$ cat src/rtl/core/slcac_pkg.sv
// Shared types, widths and codes of the sparse lowered convolution core.
// Used by every module of the core but slcac_ram, and by its checker; depends on nothing.
package slcac_pkg;

  // Storage sizes.
  localparam int MAX_OUT_ROWS = 64;
  localparam int MAX_OUT_COLS = 64;
  localparam int MAX_KERNEL_H = 8;
  localparam int MAX_KERNEL_W = 8;
  localparam int WEIGHT_DEPTH = MAX_KERNEL_H * MAX_KERNEL_W;
  localparam int GRID_DEPTH   = MAX_OUT_ROWS * MAX_OUT_COLS;
  localparam int WADDR_W      = $clog2(WEIGHT_DEPTH);
  localparam int CELL_W       = $clog2(GRID_DEPTH);
  localparam int CLEAR_DEPTH  = (GRID_DEPTH > WEIGHT_DEPTH) ? GRID_DEPTH : WEIGHT_DEPTH;
  localparam int CLR_W        = $clog2(CLEAR_DEPTH);

  // Field widths of one input word and one result word.
  localparam int KIND_W = 2;
  localparam int COL_W  = 6;
  localparam int IDX_W  = 10;
  localparam int VAL_W  = 16;
  localparam int SLOT_W = 6;
  localparam int ROW_W  = 6;
  localparam int SUM_W  = 40;
  localparam int PROD_W = 2 * VAL_W;

  // Packing of the input tdata, lowest field first.
  localparam int COL_LSB     = 0;
  localparam int IDX_LSB     = COL_LSB + COL_W;
  localparam int VAL_LSB     = IDX_LSB + IDX_W;
  localparam int SLOT_LSB    = VAL_LSB + VAL_W;
  localparam int ROW_LSB     = SLOT_LSB + SLOT_W;
  localparam int IN_FIELDS_W = ROW_LSB + ROW_W;
  localparam int IN_DATA_W   = ((IN_FIELDS_W + 7) / 8) * 8;
  localparam int OUT_DATA_W  = ((SUM_W + 7) / 8) * 8;

  // Configuration registers.
  localparam int KH_W       = 4;
  localparam int KW_W       = 4;
  localparam int DIM_W      = 7;
  localparam int CFG_IDX_W  = 2;
  localparam int CFG_DATA_W = DIM_W;
  localparam logic [KH_W-1:0]  KH_RESET   = 4'd3;
  localparam logic [KW_W-1:0]  KW_RESET   = 4'd3;
  localparam logic [DIM_W-1:0] ROWS_RESET = 7'd48;
  localparam logic [DIM_W-1:0] COLS_RESET = 7'd48;

  typedef enum logic [CFG_IDX_W-1:0] {
    REG_KERNEL_HEIGHT = 2'd0,
    REG_KERNEL_WIDTH  = 2'd1,
    REG_OUT_ROWS      = 2'd2,
    REG_OUT_COLS      = 2'd3
  } reg_e;

  // Item kinds carried on tuser.
  localparam logic [KIND_W-1:0] KIND_WEIGHT = 2'd0;
  localparam logic [KIND_W-1:0] KIND_ACCUM  = 2'd1;
  localparam logic [KIND_W-1:0] KIND_READ   = 2'd2;

  // Divider: two quotient bits per cycle.
  localparam int DIV_STEPS = IDX_W / 2;
  localparam int DIVCNT_W  = $clog2(DIV_STEPS);

  // Running kernel slot, wide enough for off + (MAX_KERNEL_H-1) * 15.
  localparam int SLOT_ACC_W = $clog2(MAX_KERNEL_H * 16);

  // Job queue between front and back.
  localparam int QUEUE_DEPTH = 2;
  localparam int QPTR_W      = (QUEUE_DEPTH > 1) ? $clog2(QUEUE_DEPTH) : 1;
  localparam int QCNT_W      = $clog2(QUEUE_DEPTH + 1);

  typedef enum logic [1:0] {
    OP_WEIGHT,
    OP_ACCUM,
    OP_READ
  } op_e;

  // Effective configuration; kernel height and output sizes already clamped to the storage limits.
  typedef struct packed {
    logic [KH_W-1:0]  kh;
    logic [KW_W-1:0]  kw;
    logic [DIM_W-1:0] rows;
    logic [DIM_W-1:0] cols;
  } cfg_t;

  // One classified job handed from the front to the back.
  typedef struct packed {
    op_e                     op;
    logic [COL_W-1:0]        col;
    logic [IDX_W-1:0]        base;
    logic [KW_W-1:0]         off;
    logic signed [VAL_W-1:0] value;
    logic [SLOT_W-1:0]       slot;
    logic [ROW_W-1:0]        row;
    logic                    in_range;
  } job_t;

  typedef enum logic [1:0] {
    F_IDLE,
    F_DIV,
    F_PUSH
  } front_state_e;

  typedef enum logic [1:0] {
    B_CLEAR,
    B_IDLE,
    B_ROWS,
    B_READ
  } back_state_e;

endpackage

$ cat src/rtl/core/slcac_queue.sv
// Short job queue that decouples the front end from the back end.
// Uses slcac_pkg for the job type and depth.
module slcac_queue (
  input  logic            clk,
  input  logic            rst,
  input  logic            push_valid,
  output logic            push_ready,
  input  slcac_pkg::job_t push_job,
  output logic            pop_valid,
  input  logic            pop_ready,
  output slcac_pkg::job_t pop_job
);
  import slcac_pkg::*;

  job_t entries [QUEUE_DEPTH];
  logic [QPTR_W-1:0] wr_ptr, rd_ptr;
  logic [QCNT_W-1:0] count;
  logic do_push, do_pop;

  assign push_ready = count != QCNT_W'(QUEUE_DEPTH);
  assign pop_valid  = count != '0;
  assign pop_job    = entries[rd_ptr];
  assign do_push    = push_valid && push_ready;
  assign do_pop     = pop_valid && pop_ready;

  always_ff @(posedge clk) begin
    if (rst) begin
      wr_ptr <= '0;
      rd_ptr <= '0;
      count  <= '0;
    end else begin
      if (do_push) begin
        wr_ptr <= (wr_ptr == QPTR_W'(QUEUE_DEPTH - 1)) ? '0 : wr_ptr + 1'b1;
      end
      if (do_pop) begin
        rd_ptr <= (rd_ptr == QPTR_W'(QUEUE_DEPTH - 1)) ? '0 : rd_ptr + 1'b1;
      end
      if (do_push && !do_pop) begin
        count <= count + 1'b1;
      end else if (do_pop && !do_push) begin
        count <= count - 1'b1;
      end
    end
  end

  always_ff @(posedge clk) begin
    if (do_push) begin
      entries[wr_ptr] <= push_job;
    end
  end

endmodule

$ cat config.mk
export PLATFORM = sky130hd
export DESIGN_NAME = slcac_queue
export DESIGN_NICKNAME = d
export VERILOG_FILES = /design/src/rtl/core/slcac_pkg.sv /design/src/rtl/core/slcac_queue.sv
export SDC_FILE = /design/constraint.sdc
export NUM_CORES = 1
export LEC_CHECK = 0
export BUFFER_PORTS_ARGS = -buffer_cell sky130_fd_sc_hd__buf_2
export CAP_MARGIN = 20
export CORE_MARGIN = 3
export CORE_UTILIZATION = 30
export CTS_BUF_LIST = sky130_fd_sc_hd__clkbuf_4
export CTS_CLUSTER_DIAMETER = 30
export CTS_CLUSTER_SIZE = 8
export DETAILED_ROUTE_END_ITERATION = 12
export HOLD_SLACK_MARGIN = 0.12
export SETUP_SLACK_MARGIN = 0.3
export SYNTH_ARGS = -nofsm -noshare
export SYNTH_HDL_FRONTEND = slang
export SYNTH_SLANG_ARGS = --single-unit
$ cat constraint.sdc
create_clock -name clk -period 5.95 [get_ports clk]
set_input_delay 1.19 -clock clk [delete_from_list [all_inputs] [get_ports clk]]
set_output_delay 1.19 -clock clk [all_outputs]
set_load 0.01 [all_outputs]
# Word level (Yosys, flattened, before mapping)
# Memory sizes are Yosys's and may differ from the RTL's. A register that Yosys moved wholly into a read port is not among the register bits.
# Cells that the tools add are included.
dict set report word_totals {
  mem_bits_rw 102
  input_bits 55
  ff_bits 4
  memories 1
  mem_bits_ro 0
  latchBits 0
}
dict set report classes {
  order_cmp 0
  shift 0
  mux 8
  n_reduce_logical 8
  div_mod_pow 0
  addsub 4
  bitwise 0
  multipliers 0
  n_eq_ne 1
}
# memory words width read_ports rd_ports_with_merged_regs write_ports line_no
set mem_list {}
lappend mem_list {entries 2 51 1 1 1 slcac_queue.sv:15} ;# job_t entries [QUEUE_DEPTH];
# op n
set op_table {}
lappend op_table {{$mux W1} 6}
lappend op_table {{$logic_and A1 B1 Y1} 4}
lappend op_table {{$mux W2} 2}
lappend op_table {{$reduce_bool A2 Y1} 2}
lappend op_table {{$add A1 B1 Y1 const B} 2}
lappend op_table {{$add A2 B1 Y2 const B} 1}
lappend op_table {{$logic_not A1 Y1} 2}
lappend op_table {{$ne A2 B2 Y1 const B} 1}
lappend op_table {{$sub A2 B1 Y2 const B} 1}

# Depth between registers and ports, before layout
dict set report depth {
  depth_word 6
  ltp_mapped 6
  ltp_nobuf 6
}

# Least setup slack after synthesis
# OpenSTA, ideal clock, no wires.
dict set report synth_timing {
  path_type {input -> register}
  from {in push_valid}
  to {mem entries[1][0] (netlist bit) (enable)}
  arrival_ns 2.452
  setup_ns 0.414
  path_stages 1
  required_ns 5.536
  setup_slack_ns 3.084
  cell_sequence {and3_1}
}
dict set report synth_between {
  elab_chain_len 3
}
# element line_no
set synth_lines {}
lappend synth_lines {{start: declaration} slcac_queue.sv:6} ;# input logic push_valid,
lappend synth_lines {{$logic_and A1 B1 Y1} slcac_queue.sv:23} ;# assign do_push = push_valid && push_ready;
lappend synth_lines {{$mux W1} slcac_queue.sv:47} ;# if (do_push) begin
lappend synth_lines {{$mux W1 (implied by the code)} slcac_queue.sv:48} ;# entries[wr_ptr] <= push_job;
lappend synth_lines {{end: declaration} slcac_queue.sv:15}
# Every way passes these cells.

==> flow_summary.toml <==
[sta]
min_period_ns = 3.16
setup_slack_ns = 2.79
tns_ns = 0
rsz0062_at_grt = "no"
worstMarginPinSlew_ns = 0.732
skew_ns = 0.0208
slew_headroom = 0.512
fin_crit_sh = 0.531
hold_viol_final = 0
setup_viol = 0
fmax_mhz = 316
drv_slew = 0

[setup_path]
crit_path_end_kind = "primary output"
timing.rr.end = "entries[1][6]"
crit_type = "flip-flop to primary output"
cp_cell_sequence = "buf_4 > mux2_2 > buf_2"
slowest_delay_ns = 0.53
r2r_start = "count[0]"
worst-path-max-fanout = 51
endpoint = "pop_job[5]"
slowest_stage = "buf_4"
start_kind = "flip-flop"
crit_family = "buffers and inverters"
cp.depth = 3
reg2reg_depth = 3
crit_buf_inv = 2
required_ns = 4.76
worstPathArrival_ns = 1.97
reg2reg_slack_ns = 3.86

[grt]
grt_pass1_wl_um = 10600
grt_max_degree = 52
grt_pass1_vias = 2049
grt-ovfl-total = 0
grt_usage = 0.0987
antenna_found_initial = 0

[synthesis]
netlist_area_um2 = 3890
seq_area_frac_synth = 0.813
synthCells = 183
ys_ff_latch = 107
yosys_warnings = 0
yosysUniqueCellTypes = 17
syn_nets = 239
avgSynthCellArea_um2 = 21.3

[place]
dp_hpwl_um = 4380
dp_slack_ns = 3.13
numPortBuffers = 107
dpl.cell_count = 455
gp_congestion = 0.643

[route]
routed_wl_um = 6970
drt-initial-drc-count = 86
dr.pass1.iters = 4
vias = 2007
antenna_left = 0
drt-vias-per-instance = 4.26
drcViolationCount = 0
wl_per_cell_um = 14.8

[clock_tree]
cts_root_buf = "clkbuf_4"
clock_path_buffers = 2
ctsResizeCount = 0
cts_buffers = 9
insertion_delay_ns = 0.47
postCtsSetupBuffers = 0
hold_buffers = 0
h-tree-depth = 3
clock-sinks = 107
path_clk_slew_ns = 0.14
cts_tree = "yes"

[finish]
syn_to_final_growth_pct = 22.8
instances_no_fill = 471
drive_gt1_frac = 0.597
n_antenna_cell = 0
n_fill_cell = 1176
multi_input_area_um2 = 694
finalNetCount = 354
seq_area_um2 = 3160
fin_util = 0.386

[job]
drv_cap = 0

[floorplan]
core_um2 = 12400
num_rows = 40
die_area_um2 = 14400
die_h_um = 120
die_x_um = 120
io_pins = 108
start_util = 0.315

[pwr]
leakage_nw = 1.76
p_per_area_nw_per_um2 = 381
power_mw = 1.82
peakVddDrop_v = 0.000325

[run_status]
status = "complete, no violations"

[min_path]
hp-class = "flip-flop to flip-flop"
## worst min-delay path by stage
stage	depth (start not counted)	slack, ns	endpoint	startpoint
floorplan	2	0.47	count[1]	count[1]
global placement	2	0.49	rd_ptr	rd_ptr
detailed placement	2	0.50	rd_ptr	rd_ptr
CTS	2	0.54	rd_ptr	rd_ptr
global route	2	0.56	count[1]	count[1]
finish	2	0.53	rd_ptr	rd_ptr
## cell usage after synthesis
library cell	n	share of area
a21oi_1	2	0.0026
or3_1	1	0.0016
nand2b_1	1	0.0016
nand3b_1	1	0.0019
buf_2	6	0.0077
or2_2	1	0.0016
a21bo_2	1	0.0026
ha_1	1	0.0032
inv_1	1	0.00096
nor2_1	3	0.0029
o21ai_0	2	0.0026
and3_1	1	0.0016
dfxtp_1	5	0.026
mux2_2	51	0.15
edfxtp_1	102	0.79
xor2_1	3	0.0068
and2_1	1	0.0016
## sequential cells by signal (all words and copies together) (netlist names), named ones only
register,count
entries,102
count,2
rd_ptr,1
wr_ptr,1
## area by class of cell
cell class                 instances  share of cell area
clock inverter                     4             0.00917
inverter                           1            0.000786
tap                              168              0.0440
clock buffer                      12              0.0189
timing repair buffer             110               0.119
multi-input combinational         69               0.145
sequential                       107               0.662
## report_power, final
part,internal [mW],switching (mW)
Sequential,0.940,0.0247
Combinational,0.233,0.263
Clock,0.140,0.220
## kinds of logic after synthesis
kind of cell / synth area share
mux: 0.148
flops: 0.813
simple gates: 0.0129
xor+xnor: 0.00676
compound gates: 0.00772
fa+ha+maj: 0.00322
buf+inv: 0.00868
## cells in the final DEF (no fill, tap or decap), types with 2 or more instances in the layout
| master | netlist | layout |
|---|---|---|
| a21oi_1 | 2 | 2 |
| buf_2 | 6 | 107 |
| buf_4 | 0 | 2 |
| clkbuf_4 | 0 | 12 |
| clkinv_2 | 0 | 2 |
| dfxtp_1 | 5 | 4 |
| edfxtp_1 | 102 | 102 |
| mux2_2 | 51 | 51 |
| nor2_1 | 3 | 3 |
| o21ai_0 | 2 | 2 |
| xor2_1 | 3 | 3 |
## per-stage QoR
step / hold WS [ns] / cell area (um^2)
finish: 0.532 / 4780
CTS: 0.536 / 4780
global route: 0.556 / 4780
detailed placement: 0.498 / 4640
floorplan: 0.471 / 3890
global placement: 0.487 / 4620
## routing by layer
metal,vias up,share of wire,global-route usage
met5,-,0,0
met4,0,0.022,0.0494
met3,11,0.060,0.0405
met2,61,0.50,0.160
met1,988,0.42,0.113
li1,947,-,-
## worst register-to-register path, cell delays in order, from the launching register on
cell	delay [ns]
dfxtp_1	0.43
nand2b_1	0.20
and3_2	0.63
buf_4	0.49
No activity file was read; power rests on OpenSTA's default activity.
