## src/rtl/core/slcac_pkg.sv

```systemverilog
// Shared types, widths and codes of the sparse lowered convolution core.
// Used by every module of the core but slcac_ram, and by its checker; depends on nothing.
package slcac_pkg;

  // Storage sizes.
  localparam int MAX_OUT_ROWS = 64;
  localparam int MAX_OUT_COLS = 64;
  localparam int MAX_KERNEL_H = 8;
  localparam int MAX_KERNEL_W = 8;
  localparam int WEIGHT_DEPTH = MAX_KERNEL_H * MAX_KERNEL_W;
  localparam int GRID_DEPTH   = MAX_OUT_ROWS * MAX_OUT_COLS;
  localparam int WADDR_W      = $clog2(WEIGHT_DEPTH);
  localparam int CELL_W       = $clog2(GRID_DEPTH);
  localparam int CLEAR_DEPTH  = (GRID_DEPTH > WEIGHT_DEPTH) ? GRID_DEPTH : WEIGHT_DEPTH;
  localparam int CLR_W        = $clog2(CLEAR_DEPTH);

  // Field widths of one input word and one result word.
  localparam int KIND_W = 2;
  localparam int COL_W  = 6;
  localparam int IDX_W  = 10;
  localparam int VAL_W  = 16;
  localparam int SLOT_W = 6;
  localparam int ROW_W  = 6;
  localparam int SUM_W  = 40;
  localparam int PROD_W = 2 * VAL_W;

  // Packing of the input tdata, lowest field first.
  localparam int COL_LSB     = 0;
  localparam int IDX_LSB     = COL_LSB + COL_W;
  localparam int VAL_LSB     = IDX_LSB + IDX_W;
  localparam int SLOT_LSB    = VAL_LSB + VAL_W;
  localparam int ROW_LSB     = SLOT_LSB + SLOT_W;
  localparam int IN_FIELDS_W = ROW_LSB + ROW_W;
  localparam int IN_DATA_W   = ((IN_FIELDS_W + 7) / 8) * 8;
  localparam int OUT_DATA_W  = ((SUM_W + 7) / 8) * 8;

  // Configuration registers.
  localparam int KH_W       = 4;
  localparam int KW_W       = 4;
  localparam int DIM_W      = 7;
  localparam int CFG_IDX_W  = 2;
  localparam int CFG_DATA_W = DIM_W;
  localparam logic [KH_W-1:0]  KH_RESET   = 4'd3;
  localparam logic [KW_W-1:0]  KW_RESET   = 4'd3;
  localparam logic [DIM_W-1:0] ROWS_RESET = 7'd48;
  localparam logic [DIM_W-1:0] COLS_RESET = 7'd48;

  typedef enum logic [CFG_IDX_W-1:0] {
    REG_KERNEL_HEIGHT = 2'd0,
    REG_KERNEL_WIDTH  = 2'd1,
    REG_OUT_ROWS      = 2'd2,
    REG_OUT_COLS      = 2'd3
  } reg_e;

  // Item kinds carried on tuser.
  localparam logic [KIND_W-1:0] KIND_WEIGHT = 2'd0;
  localparam logic [KIND_W-1:0] KIND_ACCUM  = 2'd1;
  localparam logic [KIND_W-1:0] KIND_READ   = 2'd2;

  // Divider: two quotient bits per cycle.
  localparam int DIV_STEPS = IDX_W / 2;
  localparam int DIVCNT_W  = $clog2(DIV_STEPS);

  // Running kernel slot, wide enough for off + (MAX_KERNEL_H-1) * 15.
  localparam int SLOT_ACC_W = $clog2(MAX_KERNEL_H * 16);

  // Job queue between front and back.
  localparam int QUEUE_DEPTH = 2;
  localparam int QPTR_W      = (QUEUE_DEPTH > 1) ? $clog2(QUEUE_DEPTH) : 1;
  localparam int QCNT_W      = $clog2(QUEUE_DEPTH + 1);

  typedef enum logic [1:0] {
    OP_WEIGHT,
    OP_ACCUM,
    OP_READ
  } op_e;

  // Effective configuration; kernel height and output sizes already clamped to the storage limits.
  typedef struct packed {
    logic [KH_W-1:0]  kh;
    logic [KW_W-1:0]  kw;
    logic [DIM_W-1:0] rows;
    logic [DIM_W-1:0] cols;
  } cfg_t;

  // One classified job handed from the front to the back.
  typedef struct packed {
    op_e                     op;
    logic [COL_W-1:0]        col;
    logic [IDX_W-1:0]        base;
    logic [KW_W-1:0]         off;
    logic signed [VAL_W-1:0] value;
    logic [SLOT_W-1:0]       slot;
    logic [ROW_W-1:0]        row;
    logic                    in_range;
  } job_t;

  typedef enum logic [1:0] {
    F_IDLE,
    F_DIV,
    F_PUSH
  } front_state_e;

  typedef enum logic [1:0] {
    B_CLEAR,
    B_IDLE,
    B_ROWS,
    B_READ
  } back_state_e;

endpackage

```

## src/rtl/core/slcac_front.sv

```systemverilog
// Front end of the sparse convolution core: accepts input words, classifies
// them and splits the lowered index with a radix-4 divider. Uses slcac_pkg.
module slcac_front (
  input  logic                             clk,
  input  logic                             rst,
  input  logic                             s_tvalid,
  output logic                             s_tready,
  input  logic [slcac_pkg::IN_DATA_W-1:0]  s_tdata,
  input  logic [slcac_pkg::KIND_W-1:0]     s_tuser,
  input  slcac_pkg::cfg_t                  cfg,
  input  logic                             clearing,
  output logic                             push_valid,
  input  logic                             push_ready,
  output slcac_pkg::job_t                  push_job
);
  import slcac_pkg::*;

  front_state_e state, state_next;
  job_t job, job_next;
  logic [IDX_W-1:0] quot, quot_next;
  logic [KW_W-1:0] rem, rem_next;
  logic [DIVCNT_W-1:0] div_cnt, div_cnt_next;

  logic [COL_W-1:0] in_col;
  logic [IDX_W-1:0] in_idx;
  logic signed [VAL_W-1:0] in_value;
  logic [SLOT_W-1:0] in_slot;
  logic [ROW_W-1:0] in_row;

  logic [KW_W:0] r1, r2, d1, d2;
  logic q1, q2;
  logic [KW_W-1:0] rem1, rem2;

  assign in_col   = s_tdata[COL_LSB +: COL_W];
  assign in_idx   = s_tdata[IDX_LSB +: IDX_W];
  assign in_value = s_tdata[VAL_LSB +: VAL_W];
  assign in_slot  = s_tdata[SLOT_LSB +: SLOT_W];
  assign in_row   = s_tdata[ROW_LSB +: ROW_W];

  // Two restoring division steps per cycle, dividend bits taken from the top.
  always_comb begin
    r1   = {rem, quot[IDX_W-1]};
    q1   = r1 >= {1'b0, cfg.kw};
    d1   = q1 ? r1 - {1'b0, cfg.kw} : r1;
    rem1 = d1[KW_W-1:0];
    r2   = {rem1, quot[IDX_W-2]};
    q2   = r2 >= {1'b0, cfg.kw};
    d2   = q2 ? r2 - {1'b0, cfg.kw} : r2;
    rem2 = d2[KW_W-1:0];
  end

  always_comb begin
    state_next   = state;
    job_next     = job;
    quot_next    = quot;
    rem_next     = rem;
    div_cnt_next = div_cnt;
    s_tready     = 1'b0;
    push_valid   = 1'b0;
    unique case (state)
      F_IDLE: begin
        s_tready = !clearing;
        if (s_tvalid && !clearing) begin
          job_next.col      = in_col;
          job_next.base     = '0;
          job_next.off      = '0;
          job_next.value    = in_value;
          job_next.slot     = in_slot;
          job_next.row      = in_row;
          job_next.in_range = 1'b0;
          job_next.op       = OP_WEIGHT;
          unique case (s_tuser)
            KIND_WEIGHT: begin
              job_next.in_range = int'(in_slot) < WEIGHT_DEPTH;
              state_next        = F_PUSH;
            end
            KIND_ACCUM: begin
              // Zero kernel width or an unused column drops the word here.
              if (cfg.kw != '0 && DIM_W'(in_col) < cfg.cols) begin
                job_next.op  = OP_ACCUM;
                quot_next    = in_idx;
                rem_next     = '0;
                div_cnt_next = '0;
                state_next   = F_DIV;
              end
            end
            KIND_READ: begin
              job_next.op       = OP_READ;
              job_next.in_range = (int'(in_row) < MAX_OUT_ROWS) &&
                                  (int'(in_col) < MAX_OUT_COLS);
              state_next        = F_PUSH;
            end
            default: ;
          endcase
        end
      end
      F_DIV: begin
        quot_next    = {quot[IDX_W-3:0], q1, q2};
        rem_next     = rem2;
        div_cnt_next = div_cnt + 1'b1;
        if (div_cnt == DIVCNT_W'(DIV_STEPS - 1)) begin
          state_next = F_PUSH;
        end
      end
      F_PUSH: begin
        push_valid = 1'b1;
        if (push_ready) begin
          state_next = F_IDLE;
        end
      end
      default: state_next = F_IDLE;
    endcase
  end

  // Quotient and remainder ride along with every job; only accumulate uses them.
  always_comb begin
    push_job      = job;
    push_job.base = quot;
    push_job.off  = rem;
  end

  always_ff @(posedge clk) begin
    if (rst) begin
      state <= F_IDLE;
    end else begin
      state <= state_next;
    end
  end

  always_ff @(posedge clk) begin
    job     <= job_next;
    quot    <= quot_next;
    rem     <= rem_next;
    div_cnt <= div_cnt_next;
  end

endmodule

```

## config.mk

```make
export PLATFORM = sky130hd
export DESIGN_NAME = slcac_front
export DESIGN_NICKNAME = d
export VERILOG_FILES = /design/src/rtl/core/slcac_pkg.sv /design/src/rtl/core/slcac_front.sv
export SDC_FILE = /design/constraint.sdc
export NUM_CORES = 1
export LEC_CHECK = 0
export BUFFER_PORTS_ARGS = -buffer_cell sky130_fd_sc_hd__buf_2
export CORE_MARGIN = 2
export CORE_UTILIZATION = 28
export CTS_CLUSTER_SIZE = 8
export DETAILED_ROUTE_END_ITERATION = 7
export PLACE_DENSITY = 0.62
export SLEW_MARGIN = 0
export SYNTH_ARGS = -nofsm -noshare
export SYNTH_HDL_FRONTEND = slang
export SYNTH_SLANG_ARGS = --single-unit
```

## constraint.sdc

```tcl
create_clock -name clk -period 3 [get_ports clk]
set_clock_uncertainty 0.15 [all_clocks]
set_input_delay 0.3 -clock clk [delete_from_list [all_inputs] [get_ports clk]]
set_output_delay 0.3 -clock clk [all_outputs]
set_load 0.005 [all_outputs]
```

# Yosys cells after proc, flatten, opt, wreduce, memory -nomap -nowiden
# Index checks and enable logic that the tools add are counted.
[word_totals]
out_inout_bits = 53
in_bits = 77
ff_bits = 56
word_cells = 64
[op_classes]
mux = 25
magnitude_cmp = 3
n_eq_ne = 12
reduce_logical = 11
addsub = 3
[op_table]
columns = ["cell", "n"]
rows = [
  ["two-way mux 10 bit", 3],
  ["two-way mux 4 bit", 5],
  ["one-hot mux 10 bit (2 select lines)", 1],
  [">= comparator 5 x 4 -> 1 bit", 2],
  ["two-way mux 3 bit", 3],
  ["two-way mux 2 bit", 4],
  ["inequality test 2 bit (second input constant)", 4],
  ["one-hot mux 2 bit (2 select lines)", 2],
  ["one-hot mux 4 bit (2 select lines)", 1],
  ["subtractor 4 bit", 2],
  ["less-than comparator 6 x 7 -> 1 bit", 1],
  ["one-hot mux 2 bit (3 select lines)", 1],
  ["one-hot mux 3 bit (2 select lines)", 1],
  ["AND reduction 5 bit", 1],
  ["equality test 2 x 1 -> 1 bit (second input constant)", 2],
  ["equality test 2 bit (second input constant)", 2],
  ["zero test 2 bit", 2],
  ["two-way mux 1 bit", 4],
  ["AND reduction 4 bit", 1],
  ["nonzero test 4 bit", 1],
  ["adder 3 x 1 -> 3 bit (second input constant)", 1],
  ["equality test 3 bit (second input constant)", 1],
  ["inequality test 3 x 2 -> 1 bit (second input constant)", 1],
  ["inequality test 3 bit (second input constant)", 1],
  ["6 further kinds", 7],
]

# Longest topological paths before layout
# Gate-level depths: netlist (run 1).
[logic_depth]
word_depth = 6
mapped_depth = 12
ltp_nobuf = 12

# Least setup slack after synthesis (run 1)
# Ideal clock, no wire load.
[synth_timing]
path_type = "input -> register"
startpoint = "input cfg[4] (netlist name)"
endpoint = "register div_cnt[0], enable pin"
path_slack_ns = -0.074
path_buffers = 0
required_ns = 2.432
setup_time_ns = 0.418
arrival_time_ns = 2.507
stages = 7
cell_sequence = "inv_1 ha_1 a21o_1 a21oi_1 a21o_1 a31oi_1 o31ai_1"
[synth_via]
elab_chain_len = 4
[synth_rtl]
columns = ["item", "line", "source"]
rows = [
  ["start, declared", "slcac_front.sv:10", "input slcac_pkg::cfg_t cfg,"],
  ["less-than comparator 6 x 7 -> 1 bit", "slcac_front.sv:79", "if (cfg.kw != '0 && DIM_W'(in_col) < cfg.cols) begin"],
  ["logical AND 1 bit", "slcac_front.sv:79", ""],
  ["inequality test 2 bit (no line)", "-", ""],
  ["AND reduction 4 bit (no line)", "-", ""],
  ["end signal, assigned", "slcac_front.sv:134", "div_cnt <= div_cnt_next;"],
  ["end, declared", "slcac_front.sv:22", "logic [DIVCNT_W-1:0] div_cnt, div_cnt_next;"],
]
# No other way between the ends.
# A chain may end at the register's enable or synchronous reset.

# Worst setup path in the final report (run 1)
[layout_timing]
startpoint = "register rem[1]"
endpoint = "register rem[0], data pin"
[layout_via]
elab_chain_len = 5
elab_cells_between_ends = 6
cone_classes = "add/sub: 1; order compare: 2; mux: 3"
[layout_rtl]
columns = ["item", "line", "source"]
rows = [
  ["start, declared", "slcac_front.sv:21", "logic [KW_W-1:0] rem, rem_next;"],
  ["start signal, assigned", "slcac_front.sv:133", "rem <= rem_next;"],
  ["subtractor 4 bit or >= comparator 5 x 4 -> 1 bit (tied branches)", "slcac_front.sv:44, slcac_front.sv:43", ""],
  ["two-way mux 4 bit (*)", "slcac_front.sv:44", "d1 = q1 ? r1 - {1'b0, cfg.kw} : r1;"],
  [">= comparator 5 x 4 -> 1 bit (*)", "slcac_front.sv:47", "q2 = r2 >= {1'b0, cfg.kw};"],
  ["two-way mux 4 bit (*)", "slcac_front.sv:48", "d2 = q2 ? r2 - {1'b0, cfg.kw} : r2;"],
  ["one-hot mux 4 bit (2 select lines) (*)", "slcac_front.sv:60", "unique case (state)"],
]
# Mark *: on every way between the ends. The rest lies on a longest branch, timed or not.

==> results of run 1 <==
[worst register-to-register path, cell delays in order (launching register included)]
cell      delay [ns]
edfxtp_1        0.45
ha_2            0.21
or4_1           0.47
a21o_1          0.20
nand3_2         0.09
o21a_1          0.18
ha_4            0.22
a211oi_2        0.17
o21a_1          0.15
o221a_4         0.19
mux2_4          0.29
[cell usage after synthesis, types with 3 or more instances]
cell type	n
o21a_1	4
xnor2_1	3
nand3_1	5
ha_1	18
nor3_1	4
nor2_1	9
nor2b_1	3
edfxtp_1	54
clkbuf_1	3
nand2_1	38
nand2b_1	3
o211ai_1	3
a21o_1	4
o21ai_0	4
mux2i_1	3
inv_1	21
[cell families (layout without fill, tap and decap cells)]
logic type / count (synthesis) / after routing / share of synthesized area
adder cells (fa/ha/maj): 20 / 20 / 0.09986
multiplexers: 4 / 4 / 0.01696
AND/OR/NAND/NOR: 71 / 71 / 0.1225
XOR/XNOR: 4 / 4 / 0.01319
buffers and inverters: 25 / 170 / 0.03533
AO/OA/AOI/OAI: 31 / 31 / 0.08668
flip-flops: 56 / 56 / 0.6255
[stage by stage]
| step | TNS (ns) | setup slack, ns | hold slack (ns) |
|---|---|---|---|
| final | -0.003408 | -0.003408 | 0.01931 |
| after global routing | -0.3084 | -0.07676 | 0.006004 |
| after CTS | -0.02621 | -0.02621 | 0.005473 |
| after detailed placement | -0.2165 | -0.09509 | 0.3283 |
| after global placement | -0.04703 | -0.04433 | 0.3274 |
| after floorplan | 0 | 0.006632 | 0.2489 |
[per-layer routing]
metal,GRT usage,wire (µm),vias to the layer above
met5,0,0,-
met4,0.04054,103,0
met3,0.02208,376,8
met2,0.2048,3004,87
met1,0.1462,2675,984
li1,-,-,1041
[what timing repair did]
action	in CTS	in global routing
setup endpoints to repair	4	5
pin swaps	2	3
hold buffers	6	1
gates resized for setup	3	4
buffers inserted	1	2
hold endpoints to repair	6	1
[final cells by class]
type | instances | area share
inverters | 21 | 0.02101
flip-flops and latches | 56 | 0.4430
clock buffers | 6 | 0.01935
repair buffers | 141 | 0.2108
multi-input cells | 130 | 0.2525
well taps | 129 | 0.04303
clock inverters | 2 | 0.01034
[worst max path at each step]
stage                       start  endpoint  slack (ns)  cells after the start
final                      rem[1]    rem[0]      -0.003                     10
after CTS                  rem[1]    rem[0]       -0.03                     10
after global routing       rem[1]    rem[3]       -0.08                     11
after detailed placement  cfg[17]    rem[0]        -0.1                     12
after floorplan            rem[2]    rem[0]       0.007                     10
after global placement    cfg[17]    rem[0]       -0.04                     12
[state kept, by name (all words and copies together) (netlist names)]
| name | count |
|---|---|
| quot | 10 |
| state | 2 |
| rem | 4 |
| div_cnt | 3 |
| push_job | 37 |
[power by group]
| part | internal, µW | leakage (µW) | switching (µW) | total [µW] |
|---|---|---|---|---|
| combinational | 140 | 0.00110 | 132 | 272 |
| sequential | 898 | 0.000519 | 11.0 | 909 |
| clock | 253 | 0.0000558 | 246 | 498 |
| total | 1290 | 0.00167 | 388 | 1680 |
==> impl_metrics.csv, run 1 <==
group,metric,value,unit
cts,root_buffer,"clkbuf_8",
critical_path,crit_family,"compound AO/OA/AOI/OAI gates",
cts,clk_path_buf_depth,2,
logic_synthesis,syn_nets,308,
logic_synthesis,ys_seq_area_frac,0.6255,
layout,multi_input_area,947.2,µm²
critical_path,slowest_delay,0.47,ns
critical_path,crit_chain,"ha_2 -> or4_1 -> a21o_1 -> nand3_2 -> o21a_1 -> ha_4 -> a211oi_2 -> o21a_1 -> o221a_4 -> mux2_4",
critical_path,reg2reg_depth,10,
critical_path,r2r_setup_slack,-0.003,ns
logic_synthesis,synth_cells,211,
floorplanning,core_area,0.009240,mm²
cts,path_clk_slew,0.10,ns
layout,seq_area,0.001662,mm²
critical_path,rr_startpoint,"rem[1]",
route,dr.first_iter.drc_count,63,
floorplanning,die_x,101.4,µm
pwr,p_leak,0.001671,µW
critical_path,worst_setup_path_start_kind,"flop",
outcome,status,"complete, but fails checks",
cts,tritoncts,"done",
logic_synthesis,yosysWarnings,0,
floorplanning,die_area,0.01028,mm²
placed_design,dp_cells,467,
sta,slew_violations,0,
sta,period_minus_slack,3.003,ns
floorplanning,initial_utilization,0.2875,
sta,max_freq,333.0,MHz
layout,nets,452,
grt,track_usage,0.1176,
layout,drive_gt1_frac,0.4298,
layout,layout_common_cells,"114 x buf_2, 54 x edfxtp_1, 38 x nand2_1",
critical_path,timing.rr.end,"rem[0]",
hold_path,min_path_cells,1,
route,route.detailed.drc,0,
sta,rsz0062_at_grt,"true",
logic_synthesis,synth_seq_cells,56,
critical_path,path_max_fanout,3,
hold_path,whs_endpoint,"push_job[14]",
grt,antenna_found_initial,0,
placed_design,postPlaceCellArea,0.003510,mm²
critical_path,cp_common_cell,"o21a_1",
floorplanning,die_height,101.4,µm
layout,n_antenna_cell,0,
cts,clkSinkCount,56,
grt,grt_max_degree,39,
grt,grt_overflow,0,
critical_path,slowest_stage,"or4_1",
pwr,peakVddDrop,206.9,µV
critical_path,critical_path_required,2.91,ns
sta,slew_headroom,0.4290,
pwr,p_per_area,447.5,mW/mm²
logic_synthesis,synth_area,0.002656,mm²
hold_path,hp-class,"in2reg",
cts,htree_levels,2,
sta,fin_crit_sh,1.001,
logic_synthesis,yosys.area.top_type_share,0.6105,
route,ant_nets,0,
floorplanning,rows,35,
placed_design,portBuffers,114,
layout,syn_to_final_growth,41.22,%
layout,utilization,0.4060,
outcome,violations,"negative setup slack",
sta,setup_slack,-0.003408,ns
placed_design,globalplace.congestion,0.8727,
layout,stdcell_count,485,
layout,mostFrequentLayoutCell,"buf_2",
layout,fin_area,0.003751,mm²
route,via_per_inst,4.371,
flow_run,cap_viol_max_count,0,
route,drt_pass1_iterations,4,
logic_synthesis,ys_types,41,
cts,numCtsBuffers,5,
sta,hold_viol_final,0,
critical_path,cp-end-kind,"flop",
logic_synthesis,avgSynthCellArea,12.59,µm²
layout,fillers,926,
logic_synthesis,ys.flop_type,"edfxtp_1",
hold_path,hold_start,"s_tdata[17]",
placed_design,place.detailed.hpwl,4773,µm
cts,worstSkewPairLatency,0.30,ns
logic_synthesis,synthTopCellsByArea,"edfxtp_1 61%, ha_1 8.5%, nand2_1 5.4%, inv_1 3.0%, dfxtp_1 1.5%",
route,wl_per_cell,12.70,µm
pwr,total_power,1679,µW
sta,tightest_slew,0.8565,ns
grt,grt_pass1_wl,9563,µm
critical_path,crit_buf_inv,0,
logic_synthesis,synth_area_leader_cell,"edfxtp_1",
grt,grt_pass1_vias,2095,
floorplanning,boundaryPins,130,
logic_synthesis,synth_edf_count,54,
route,vias,2120,
critical_path,critPathKind,"reg2reg",
logic_synthesis,ys_async_sr_fraction,0,
critical_path,crit_arrival,2.91,ns
route,drt-total-wl,6160,µm
sta,setup_viol,1,
(Power assumes the default switching activity.)
==> inputs of run 2 (changes only) <==
- ABC_AREA: not set -> 1
==> run 2 against run 1 <==
The run now ends clean. First-iteration DRC count shrank 3.2%. Register-to-register slack better by 0.22 ns. Utilization up 0.57 points. Combinational power grew to 3.0 times the previous value. Count of clock-buffer cells in the layout fell by 1. Wire length fell by 3.3%. Critical path depth up 7. Global-route usage down 0.80 points. Worst setup slack gained 0.22 ns. Sequential share of layout area decreased by 0.61 points. Highest routed layer unchanged.
==> impl_metrics.csv, run 2 <==
group,metric,value,unit
layout,mostFrequentLayoutCell,"buf_2",
critical_path,cp_common_cell,"nand2_1",
logic_synthesis,synth_edf_count,54,
critical_path,crit_family,"simple AND/OR/NAND/NOR gates",
route,drt-total-wl,5955,µm
placed_design,portBuffers,114,
placed_design,dp_cells,483,
cts,root_buffer,"clkbuf_8",
placed_design,globalplace.congestion,0.8319,
logic_synthesis,syn_nets,334,
cts,worstSkewPairLatency,0.30,ns
floorplanning,core_area,0.009240,mm²
placed_design,place.detailed.hpwl,4537,µm
layout,multi_input_area,933.4,µm²
outcome,status,"finished, final reports clean",
floorplanning,rows,35,
grt,grt_pass1_wl,8970,µm
cts,path_clk_slew,0.10,ns
route,ant_nets,0,
critical_path,slowest_delay,0.44,ns
logic_synthesis,muxShareOfSynthArea,0,
logic_synthesis,yosysWarnings,0,
placed_design,pre_cts_ws,0.06185,ns
logic_synthesis,synth-simple-area-share,0.1834,
route,wl_per_cell,11.61,µm
logic_synthesis,synthXorXnorAreaFrac,0.01310,
logic_synthesis,synth_compound_area_frac,0.03182,
layout,stdcell_count,513,
sta,period_minus_slack,2.779,ns
pwr,p_per_area,602.3,mW/mm²
logic_synthesis,synthTopCellsByCount,"60 x nand2_1, 54 x edfxtp_1, 32 x inv_1",
sta,fin_tns_setup,0,ns
logic_synthesis,synthTopCellsByArea,"edfxtp_1 61%, ha_1 8.4%, nand2_1 8.4%, inv_1 4.5%, nand3_1 3.0%",
sta,setup_slack,0.2212,ns
sta,slew_violations,0,
grt,met1_usage,0.1373,
critical_path,slowest_stage,"edfxtp_1",
sta,hold_viol_final,0,
critical_path,path_max_fanout,5,
logic_synthesis,ys_seq_area_frac,0.6214,
cts,clk_path_buf_depth,2,
cts,clkSinkCount,56,
grt,grt_pass1_vias,2007,
cts,tritoncts,"done",
floorplanning,die_x,101.7,µm
logic_synthesis,ys.flop_type,"edfxtp_1",
layout,seq_area,0.001662,mm²
grt,track_usage,0.1096,
critical_path,worst_setup_path_start_kind,"flop",
layout,n_antenna_cell,0,
critical_path,cp-end-kind,"flop",
cts,numCtsBuffers,5,
logic_synthesis,synth_seq_cells,56,
hold_path,hp-class,"in2reg",
logic_synthesis,ys_async_sr_fraction,0,
floorplanning,boundaryPins,130,
route,drt_pass1_iterations,6,
grt,grtUsageMet3,0.02830,
sta,max_freq,359.9,MHz
sta,whs,0.02063,ns
layout,syn_to_final_growth,42.26,%
logic_synthesis,ys_types,30,
sta,slew_headroom,0.7016,
layout,nets,480,
sta,fin_crit_sh,0.9263,
route,via_per_inst,4.172,
logic_synthesis,synth_most_common_cell,"nand2_1",
sta,tightest_slew,0.4477,ns
logic_synthesis,synth_cells,237,
floorplanning,initial_utilization,0.2894,
logic_synthesis,synth_fa_ha_area_frac,0.09920,
layout,fillers,913,
layout,layout_common_cells,"114 x buf_2, 60 x nand2_1, 54 x edfxtp_1",
grt,use_met2,0.1837,
layout,drive_gt1_frac,0.3958,
route,vias,2140,
route,dr.first_iter.drc_count,61,
critical_path,critical_path_required,2.91,ns
cts,htree_levels,2,
route,route.detailed.drc,0,
pwr,peakVddDrop,257.0,µV
grt,grt_overflow,0,
layout,largest_reg_flops,37,
logic_synthesis,synth_area,0.002674,mm²
logic_synthesis,yosys.area.top_type_share,0.6065,
sta,rsz0062_at_grt,"false",
pwr,p_leak,0.001784,µW
grt,antenna_found_initial,0,
critical_path,critPathKind,"reg2reg",
grt,grt_max_degree,38,
logic_synthesis,avgSynthCellArea,11.28,µm²
pwr,total_power,2291,µW
critical_path,crit_buf_inv,2,
critical_path,crit_arrival,2.69,ns
floorplanning,die_height,101.7,µm
logic_synthesis,synth_top_family_by_area,"simple AND/OR/NAND/NOR gates",
flow_run,cap_viol_max_count,0,
logic_synthesis,synth_area_leader_cell,"edfxtp_1",
grt,grt-busiest-layer,"met2",
floorplanning,die_area,0.01035,mm²
sta,setup_viol,0,
critical_path,crit_chain,"inv_2 -> ha_1 -> inv_1 -> nand2_1 -> nand2_1 -> nand2_2 -> nand2_4 -> nand2_4 -> nand2_1 -> o21ai_4 -> ha_1 -> nand3_1 -> nand2_1 -> a21oi_2 -> nand2_2 -> nor2_4 -> o21ai_1",
run 2: cell types whose count changed in the layout (fill, tap and decap cells not counted), sizes merged, moves of 6 or more:
| cell | before | now |
|---|---|---|
| buf | 134 | 121 |
| dlygate4sd3 | 7 | 20 |
| nand2 | 38 | 68 |
| nand3 | 5 | 17 |
| inv | 22 | 34 |
| a21oi | 2 | 8 |
| nor2 | 9 | 18 |
run 2: metrics by stage:
stage,utilization,instance area [µm²]
final,0.4116,3804
after global routing,0.4116,3804
after CTS,0.4008,3704
after detailed placement,0.3731,3447
after global placement,0.3731,3447
after floorplan,-,2674
run 2: layer usage:
layer  vias up  routed length, µm  part of all wire
met5         -                  0                 0
met4         0                105             0.018
met3        13                408             0.069
met2        79               2922              0.49
met1       972               2518              0.42
li1       1076                  -                 -
run 2: cells by family (layout without fill, tap and decap cells):
group	after synthesis	in the layout
simple gates	108	108
flops	56	56
buf+inv	36	183
fa+ha+maj	20	20
compound gates	13	13
xor+xnor	4	4
run 2: final timing paths:
kind	slack, ns	cells past startpoint	from	end
worst max-delay path	0.22	17	quot[9]	quot[0]
worst min-delay path	0.02	1	s_tdata[29]	push_job[26]
worst max register to register	0.22	17	quot[9]	quot[0]
worst min register to register	0.41	2	quot[6]	quot[8]
run 2: final cells by class:
class,instances,share of cell area
well taps,129,0.04243
repair buffers,141,0.2164
clock inverters,3,0.007237
clock buffers,5,0.01809
inverters,34,0.03355
flip-flops and latches,56,0.4368
multi-input cells,145,0.2454
run 2: what timing repair did:
item,CTS,global route
hold buffers,16,4
resized for setup,0,5
setup endpoints to repair,0,5
endpoints found under the hold margin,16,4
setup buffers,0,2
run 2: report_power, final:
part / switching (µW) / total, µW / internal [µW]
Clock: 252 / 424 / 172
Combinational: 471 / 811 / 340
Sequential: 49.9 / 1060 / 1010
Total: 773 / 2290 / 1520
